File: config.mk
export PLATFORM = sky130hd
export DESIGN_NAME = seconds_to_calendar_unit
export DESIGN_NICKNAME = d
export VERILOG_FILES = /design/src/hw/rtl/stc_pkg.sv /design/src/hw/rtl/seconds_to_calendar_unit.sv /design/src/hw/rtl/stc_ctl.sv
export SDC_FILE = /design/constraint.sdc
export NUM_CORES = 2
export LEC_CHECK = 0
export ABC_AREA = 1
export BUFFER_PORTS_ARGS = -buffer_cell sky130_fd_sc_hd__buf_2
export CORE_AREA = 3 3 314 316
export DETAILED_ROUTE_END_ITERATION = 8
export DIE_AREA = 0 0 317 319
export PLACE_DENSITY = 0.8
export SYNTH_ARGS = -nofsm -noshare
export SYNTH_HDL_FRONTEND = slang
export SYNTH_SLANG_ARGS = --single-unit
File: constraint.sdc
create_clock -name clk -period 13.61 [get_ports clk]
set_input_delay 1.361 -clock clk [delete_from_list [all_inputs] [get_ports clk]]
set_output_delay 1.361 -clock clk [all_outputs]
set_load 0.03 [all_outputs]
File: src/hw/rtl/stc_pkg.sv
// shared constants and types for the seconds-to-calendar converter
// field widths, reciprocal multipliers for constant divisors, stage control struct
// no dependencies
package stc_pkg;

  // field widths
  localparam int SECS_W   = 32;
  localparam int YEAR_W   = 12;
  localparam int MONTH_W  = 4;
  localparam int DAY_W    = 5;
  localparam int HOUR_W   = 5;
  localparam int MINUTE_W = 6;
  localparam int SECOND_W = 6;
  localparam int WDAY_W   = 3;

  // pipeline depth
  localparam int NUM_STAGES = 8;

  // calendar constants
  localparam int unsigned SECS_PER_DAY  = 86400;
  localparam int unsigned SECS_PER_HOUR = 3600;
  localparam int unsigned SECS_PER_MIN  = 60;
  localparam int unsigned JDN_EPOCH     = 2440588;
  localparam int unsigned JDN_OFFSET    = 32044;
  localparam int unsigned DAYS_400Y     = 146097;
  localparam int unsigned DAYS_4Y       = 1461;
  localparam int unsigned MONTH_SPAN    = 153;
  localparam int unsigned YEAR_BASE     = 4800;
  localparam int unsigned WEEK_LEN      = 7;
  localparam int unsigned MONTH_WRAP    = 10;
  localparam int unsigned MONTHS        = 12;

  // day number of the epoch offset into the first date step
  localparam int unsigned DATE_BASE = JDN_EPOCH + JDN_OFFSET;
  // weekday of the epoch, jdn mod 7
  localparam int unsigned WDAY_BASE = JDN_EPOCH % WEEK_LEN;

  // seconds per day is 2^7 * 675: shift first, then reciprocal multiply
  localparam int DAY_SHIFT = 7;
  localparam int unsigned DAY_ODD = SECS_PER_DAY >> DAY_SHIFT;

  // reciprocal shifts: dividend bits plus ceil(log2(divisor))
  localparam int DAY_K    = 35;  // 25-bit dividend, /675
  localparam int CENT_K   = 42;  // 24-bit dividend, /146097
  localparam int WEEK_K   = 20;  // 17-bit dividend, /7
  localparam int HOUR_K   = 29;  // 17-bit dividend, /3600
  localparam int QUAD_K   = 29;  // 18-bit dividend, /1461
  localparam int MIN_K    = 18;  // 12-bit dividend, /60
  localparam int MSPAN_K  = 19;  // 11-bit dividend, /153
  localparam int FIVE_K   = 14;  // 11-bit dividend, /5

  // reciprocals, rounded up
  localparam logic [25:0] DAY_RECIP =
    26'(((64'd1 << DAY_K) + 64'(DAY_ODD) - 64'd1) / 64'(DAY_ODD));
  localparam logic [24:0] CENT_RECIP =
    25'(((64'd1 << CENT_K) + 64'(DAYS_400Y) - 64'd1) / 64'(DAYS_400Y));
  localparam logic [17:0] WEEK_RECIP =
    18'(((64'd1 << WEEK_K) + 64'(WEEK_LEN) - 64'd1) / 64'(WEEK_LEN));
  localparam logic [17:0] HOUR_RECIP =
    18'(((64'd1 << HOUR_K) + 64'(SECS_PER_HOUR) - 64'd1) / 64'(SECS_PER_HOUR));
  localparam logic [18:0] QUAD_RECIP =
    19'(((64'd1 << QUAD_K) + 64'(DAYS_4Y) - 64'd1) / 64'(DAYS_4Y));
  localparam logic [12:0] MIN_RECIP =
    13'(((64'd1 << MIN_K) + 64'(SECS_PER_MIN) - 64'd1) / 64'(SECS_PER_MIN));
  localparam logic [11:0] MSPAN_RECIP =
    12'(((64'd1 << MSPAN_K) + 64'(MONTH_SPAN) - 64'd1) / 64'(MONTH_SPAN));
  localparam logic [11:0] FIVE_RECIP =
    12'(((64'd1 << FIVE_K) + 64'd4) / 64'd5);

  // per-stage load enables and valid flags
  typedef struct packed {
    logic [NUM_STAGES-1:0] load;
    logic [NUM_STAGES-1:0] valid;
  } stc_ctl_t;

endpackage

File: src/hw/rtl/seconds_to_calendar_unit.sv
// seconds-to-calendar converter: epoch seconds to civil date, time of day and weekday
// throughput: one item per cycle while date_stall is low
// eight register stages, each with at most one constant-reciprocal multiply per path
// a stall at the output holds each full stage with no empty stage after it; empty stages still fill
// reset (rst, synchronous) clears the stage valid bits only; data registers are not reset
// depends on stc_pkg and stc_ctl
module seconds_to_calendar_unit
  import stc_pkg::*;
(
  input  logic                clk,
  input  logic                rst,
  input  logic                epoch_valid,
  output logic                epoch_stall,
  input  logic [SECS_W-1:0]   epoch_seconds,
  output logic                date_valid,
  input  logic                date_stall,
  output logic [YEAR_W-1:0]   year,
  output logic [MONTH_W-1:0]  month,
  output logic [DAY_W-1:0]    day,
  output logic [HOUR_W-1:0]   hour,
  output logic [MINUTE_W-1:0] minute,
  output logic [SECOND_W-1:0] second,
  output logic [WDAY_W-1:0]   weekday
);

  stc_ctl_t ctl;

  stc_ctl u_ctl (
    .clk         (clk),
    .rst         (rst),
    .epoch_valid (epoch_valid),
    .epoch_stall (epoch_stall),
    .date_stall  (date_stall),
    .ctl         (ctl)
  );

  assign date_valid = ctl.valid[NUM_STAGES-1];

  // stage 0: day count by reciprocal of 675 after dropping 7 low bits
  logic [50:0]       p0;
  logic [SECS_W-1:0] s0_secs;
  logic [15:0]       s0_days;

  assign p0 = 51'(epoch_seconds[SECS_W-1:DAY_SHIFT]) * 51'(DAY_RECIP);

  always_ff @(posedge clk) begin
    if (ctl.load[0]) begin
      s0_secs <= epoch_seconds;
      s0_days <= 16'(p0 >> DAY_K);
    end
  end

  // stage 1: time of day, century count, weekday quotient
  logic [21:0] a1;
  logic [23:0] x1;
  logic [48:0] p1b;
  logic [16:0] w1;
  logic [34:0] p1w;
  logic [16:0] s1_tod;
  logic [21:0] s1_a;
  logic [6:0]  s1_b;
  logic [16:0] s1_wsum;
  logic [14:0] s1_wq;

  assign a1  = 22'(s0_days) + 22'(DATE_BASE);
  assign x1  = {a1, 2'b11};
  assign p1b = 49'(x1) * 49'(CENT_RECIP);
  assign w1  = 17'(s0_days) + 17'(WDAY_BASE);
  assign p1w = 35'(w1) * 35'(WEEK_RECIP);

  always_ff @(posedge clk) begin
    if (ctl.load[1]) begin
      s1_tod  <= 17'(s0_secs - 32'(s0_days) * 32'(SECS_PER_DAY));
      s1_a    <= a1;
      s1_b    <= 7'(p1b >> CENT_K);
      s1_wsum <= w1;
      s1_wq   <= 15'(p1w >> WEEK_K);
    end
  end

  // stage 2: day within the 400-year cycle, hour, weekday remainder
  logic [24:0] cent2;
  logic [34:0] p2h;
  logic [15:0] s2_a2;
  logic [6:0]  s2_b;
  logic [16:0] s2_tod;
  logic [HOUR_W-1:0] s2_hour;
  logic [WDAY_W-1:0] s2_wday;

  assign cent2 = 25'(s1_b) * 25'(DAYS_400Y);
  assign p2h   = 35'(s1_tod) * 35'(HOUR_RECIP);

  always_ff @(posedge clk) begin
    if (ctl.load[2]) begin
      s2_a2   <= 16'(25'(s1_a) - (cent2 >> 2));
      s2_b    <= s1_b;
      s2_tod  <= s1_tod;
      s2_hour <= HOUR_W'(p2h >> HOUR_K);
      s2_wday <= WDAY_W'(s1_wsum - 17'(s1_wq) * 17'(WEEK_LEN));
    end
  end

  // stage 3: four-year cycle count, seconds within the hour
  logic [17:0] x3;
  logic [36:0] p3c;
  logic [15:0] s3_a2;
  logic [6:0]  s3_b;
  logic [6:0]  s3_c;
  logic [11:0] s3_rem;
  logic [HOUR_W-1:0] s3_hour;
  logic [WDAY_W-1:0] s3_wday;

  assign x3  = {s2_a2, 2'b11};
  assign p3c = 37'(x3) * 37'(QUAD_RECIP);

  always_ff @(posedge clk) begin
    if (ctl.load[3]) begin
      s3_a2   <= s2_a2;
      s3_b    <= s2_b;
      s3_c    <= 7'(p3c >> QUAD_K);
      s3_rem  <= 12'(s2_tod - 17'(s2_hour) * 17'(SECS_PER_HOUR));
      s3_hour <= s2_hour;
      s3_wday <= s2_wday;
    end
  end

  // stage 4: day of the year (march based), minute
  logic [17:0] quad4;
  logic [24:0] p4m;
  logic [8:0]  s4_a3;
  logic [6:0]  s4_b;
  logic [6:0]  s4_c;
  logic [11:0] s4_rem;
  logic [MINUTE_W-1:0] s4_minute;
  logic [HOUR_W-1:0]   s4_hour;
  logic [WDAY_W-1:0]   s4_wday;

  assign quad4 = 18'(s3_c) * 18'(DAYS_4Y);
  assign p4m   = 25'(s3_rem) * 25'(MIN_RECIP);

  always_ff @(posedge clk) begin
    if (ctl.load[4]) begin
      s4_a3     <= 9'(18'(s3_a2) - (quad4 >> 2));
      s4_b      <= s3_b;
      s4_c      <= s3_c;
      s4_rem    <= s3_rem;
      s4_minute <= MINUTE_W'(p4m >> MIN_K);
      s4_hour   <= s3_hour;
      s4_wday   <= s3_wday;
    end
  end

  // stage 5: month index from march, second
  logic [10:0] x5;
  logic [22:0] p5d;
  logic [8:0]  s5_a3;
  logic [6:0]  s5_b;
  logic [6:0]  s5_c;
  logic [3:0]  s5_d;
  logic [MINUTE_W-1:0] s5_minute;
  logic [SECOND_W-1:0] s5_second;
  logic [HOUR_W-1:0]   s5_hour;
  logic [WDAY_W-1:0]   s5_wday;

  assign x5  = 11'(s4_a3) * 11'd5 + 11'd2;
  assign p5d = 23'(x5) * 23'(MSPAN_RECIP);

  always_ff @(posedge clk) begin
    if (ctl.load[5]) begin
      s5_a3     <= s4_a3;
      s5_b      <= s4_b;
      s5_c      <= s4_c;
      s5_d      <= 4'(p5d >> MSPAN_K);
      s5_minute <= s4_minute;
      s5_second <= SECOND_W'(s4_rem - 12'(s4_minute) * 12'(SECS_PER_MIN));
      s5_hour   <= s4_hour;
      s5_wday   <= s4_wday;
    end
  end

  // stage 6: year and month, days before the month (times five)
  logic        wrap6;
  logic [13:0] yr6;
  logic [8:0]  s6_a3;
  logic [10:0] s6_e;
  logic [YEAR_W-1:0]   s6_year;
  logic [MONTH_W-1:0]  s6_month;
  logic [MINUTE_W-1:0] s6_minute;
  logic [SECOND_W-1:0] s6_second;
  logic [HOUR_W-1:0]   s6_hour;
  logic [WDAY_W-1:0]   s6_wday;

  // march-based months ten and eleven fall in the next year
  assign wrap6 = (s5_d >= 4'(MONTH_WRAP));
  assign yr6   = 14'(s5_b) * 14'd100 + 14'(s5_c) + 14'(wrap6) - 14'(YEAR_BASE);

  always_ff @(posedge clk) begin
    if (ctl.load[6]) begin
      s6_a3     <= s5_a3;
      s6_e      <= 11'(s5_d) * 11'(MONTH_SPAN) + 11'd2;
      s6_year   <= YEAR_W'(yr6);
      s6_month  <= wrap6 ? MONTH_W'(s5_d + 4'd3 - 4'(MONTHS)) : MONTH_W'(s5_d + 4'd3);
      s6_minute <= s5_minute;
      s6_second <= s5_second;
      s6_hour   <= s5_hour;
      s6_wday   <= s5_wday;
    end
  end

  // stage 7: day of month, output registers
  logic [22:0] p7;
  logic [8:0]  q7;

  assign p7 = 23'(s6_e) * 23'(FIVE_RECIP);
  assign q7 = 9'(p7 >> FIVE_K);

  always_ff @(posedge clk) begin
    if (ctl.load[7]) begin
      year    <= s6_year;
      month   <= s6_month;
      day     <= DAY_W'(s6_a3 - q7 + 9'd1);
      hour    <= s6_hour;
      minute  <= s6_minute;
      second  <= s6_second;
      weekday <= s6_wday;
    end
  end

endmodule

File: src/hw/rtl/stc_ctl.sv
// stage control for the converter pipeline: valid bits and stall propagation
// a stage loads when it is empty or its successor loads, so bubbles collapse
// depends on stc_pkg
module stc_ctl
  import stc_pkg::*;
(
  input  logic     clk,
  input  logic     rst,
  input  logic     epoch_valid,
  output logic     epoch_stall,
  input  logic     date_stall,
  output stc_ctl_t ctl
);

  logic [NUM_STAGES-1:0] valid;
  logic [NUM_STAGES-1:0] valid_next;
  logic [NUM_STAGES:0]   ready;

  // ready ripples back from the output side
  always_comb begin
    ready[NUM_STAGES] = !date_stall;
    for (int i = NUM_STAGES - 1; i >= 0; i--) begin
      ready[i] = !valid[i] || ready[i+1];
    end
  end

  // each stage takes its predecessor's valid when it loads
  always_comb begin
    for (int i = 0; i < NUM_STAGES; i++) begin
      if (ready[i]) begin
        valid_next[i] = (i == 0) ? epoch_valid : valid[(i == 0) ? 0 : i - 1];
      end else begin
        valid_next[i] = valid[i];
      end
    end
  end

  always_ff @(posedge clk) begin
    if (rst) begin
      valid <= '0;
    end else begin
      valid <= valid_next;
    end
  end

  assign epoch_stall = !ready[0];
  assign ctl.load    = ready[NUM_STAGES-1:0];
  assign ctl.valid   = valid;

endmodule
==> summary.md <==
| Metric | Value |
|---|---|
| Status | `finished clean` |
| Critical Path Start | `s0_days[0]` |
| Gate Count Post-Synth | `6459` |
| Max-cap violations | `0` |
| Global Route met1 Usage | `0.364` |
| HP Start | `s6_year[11]` |
| Antenna Violating Nets Remaining | `0` |
| Nets@finish | `around 8500` |
| Cell area after layout | `61100 um2` |
| Placed Area | `59600 um2` |
| DP Worst Slack | `6.47 ns` |
| Cell family with most CP delay | `adder cells` |
| Gates resized, CTS repair | `0` |
| Worst Path Arrival | `7.58 ns` |
| Clock Path Buffers | `3` |
| Yosys warning total | `0` |
| Initial antenna violation count | `0` |
| Vias in the first global route | `45000` |
| Net Count, Synth | `around 8400` |
| DR vias/cell | `5.36` |
| Startpoint types | `register` |
| WP data required | `roughly 14 ns` |
| Ratio of cells with drive above 1 in the final layout | `0.0320` |
| Clk_skew | `0.0241 ns` |
| Port buffer count | `78` |
| Die area | `approximately 100000 um2` |
| Cts bufs inserted | `42` |
| Worst-path fanout max | `17` |
| Detailed Route WL | `135 mm` |
| HPWL Detailed | `116 mm` |
| Leading area contributor after synthesis | `ha_1` |
| Grt total ovfl | `0` |
| Worst setup margin | `between 6 and 7 ns` |
| Crit path kind | `reg2reg` |
| RSZ-0062 raised after global routing | `no` |
| WL/cell | `17.1 um` |
| Post-synth EDFFs | `344` |
| Reg-to-Reg Start | `s0_days[0]` |
| Worst skew pair latency | `about 0.58 ns` |
| First-pass GRT wire length | `225 mm` |
| Tcrit/Tclk final | `0.534` |
| Critical path's slowest cell | `fa_1` |
| Met3 Use GR | `0.0381` |
| Largest cells by area after synthesis | `ha_1, fa_1, edfxtp_1` |
| Top Ports | `79` |
| Flops & latches, synth | `352` |
| Fmax | `around 0.14 GHz` |
| Placement row count | `114` |
| Post-synth ARST share | `0` |
| Number of setup buffers added after CTS | `0` |
| Fin. Hold Viols | `0` |
| CP max stage delay | `0.53 ns` |
| CTS Sinks | `roughly 350` |
| Tmin final | `7.26 ns` |
| Core Area | `96300 um2` |
| Largest net degree at the start of global routing | `between 50 and 60` |
| Placer Congestion | `0.986` |
| Post-synthesis cell area | `about 58000 um2` |
| Layout area overhead | `6.09%` |
| Relative slew margins | `0.253` |
| Met2 Track Usage GR | `0.478` |
| CTS tree | `built` |
| Die width | `317 um` |
| DR iter-0 viols | `around 2900` |
| Htree depth | `2` |
| Gr busiest metal | `met2` |
| CTS Root Buffer Type | `clkbuf_16` |
| 1st-pass router iterations | `6` |
| Ys flop type | `edfxtp_1` |
| Tot GR Track Use | `0.276` |
| Final setup vio count | `0` |
| HP Class | `reg2reg` |
| CP endpoint kind | `register` |
| Via count | `42300` |
| Slew @ Worst Pin | `around 1.1 ns` |
| Initial core utilization | `0.598` |
| Drt drc | `0` |
| Clk pin slew, worst setup/hold paths | `0.06 ns` |
| Post-synthesis sequential area ratio | `0.182` |
| Hold-fix buffer count after cts | `0` |
| # diodes | `0` |
| CP bufs+invs | `6` |
| Synth Area per Inst | `8.92 um2` |
| DIE HEIGHT | `319 um` |
| Final Max Tran Viols | `0` |
| Yosys top cell area share | `0.268` |
| TNS Setup | `0 ns` |
| Synth unique cells | `54` |
| WHS | `0.410 ns` |
==> per-layer routing <==
layer / routed length, um / part of all wire / up-vias
met5: 0 / 0 / -
met4: 3790 / 0.028 / 0
met3: 8640 / 0.064 / 259
met2: 64800 / 0.48 / 1288
met1: 57500 / 0.43 / 20200
li1: - / - / 20500
==> cell type report <==
type / count / area [um2]
inverter: 1719 / 6450
multi-input combinational: 4383 / 40600
sequential: 352 / 10500
clock inverter: 29 / 397
tap: 1276 / 1600
timing repair buffer: 84 / 435
fill: 7829 / 35200
clock buffer: 48 / 1110
==> state kept, by name (all words and copies together), names as in the netlist, 8 cells and up <==
register / flops
s0_secs: 17
s1_tod: 17
s0_days: 16
s1_a: 16
s2_a2: 16
s2_tod: 12
s3_rem: 12
s6_year: 12
year: 12
s6_e: 11
s3_a2: 9
s4_a3: 9
u_ctl.valid: 8
==> through the flow <==
stage	instances	util
after detailed placement	7814	0.619
final	7891	0.635
after CTS	7891	0.635
after global placement	7814	0.619
after global routing	7891	0.635
after floorplan	6459	-
==> synthesized netlist by cell type (3+ instances only) <==
cell / count
inv_1: 1711
ha_1: 1235
nand2_1: 1125
fa_1: 668
edfxtp_1: 344
nor2_1: 302
a21oi_1: 282
nand3_1: 202
o21ai_0: 128
xor2_1: 112
nand4_1: 69
xnor2_1: 58
nor3_1: 43
o21bai_1: 25
a21o_1: 23
nand2_2: 12
nand3b_1: 12
nor4_1: 12
or2_2: 11
a31oi_1: 8
dfxtp_1: 8
inv_2: 7
o211ai_1: 6
nand3_2: 4
o21a_1: 4
a21boi_0: 3
and2_1: 3
and3_1: 3
buf_6: 3
nand2_4: 3
xor2_2: 3
==> worst reg2reg max path: cells and delay by family, from the launching register on <==
kind / cells / cell delay (ns)
DFF: 1 / 0.32
buffers and inverters: 6 / 0.99
adders and majority gates: 8 / 3.35
and+or+nand+nor: 14 / 2.36
==> path summary, 6_finish.rpt <==
path	slack, ns	cells past startpoint	end
max	6.35	28	s1_wq[2]
min	0.41	0	year[11]
max reg2reg	6.35	28	s1_wq[2]
min reg2reg	0.41	0	year[11]
==> cell usage in the layout (no fill, tap or decap), drive strengths merged, types with 5 or more instances in the layout <==
cell type | Yosys | layout
inv | 1719 | 1724
clkbuf | 2 | 48
nand3b | 12 | 12
dfxtp | 8 | 8
xor2 | 116 | 116
a31oi | 8 | 8
nor2 | 304 | 304
o211ai | 6 | 6
o21bai | 25 | 25
nand4 | 69 | 69
fa | 668 | 668
ha | 1235 | 1235
nor4 | 12 | 12
nand2 | 1140 | 1140
nor3 | 43 | 43
o21ai | 130 | 130
bufinv | 0 | 7
a21oi | 283 | 283
edfxtp | 344 | 344
or2 | 12 | 12
buf | 3 | 84
a21o | 23 | 23
clkinvlp | 0 | 5
xnor2 | 59 | 59
clkinv | 0 | 12
nand3 | 206 | 206
==> cells by family after synthesis <==
group / synth area share
XOR/XNOR: 0.0275
buffers and inverters: 0.113
AO/OA/AOI/OAI: 0.0473
flip-flops: 0.182
adder cells (fa/ha/maj): 0.500
AND/OR/NAND/NOR: 0.130
Power is left out: the tool's default activity adds up to more than one toggle a clock period on the data nets, which glitch-free logic cannot reach.
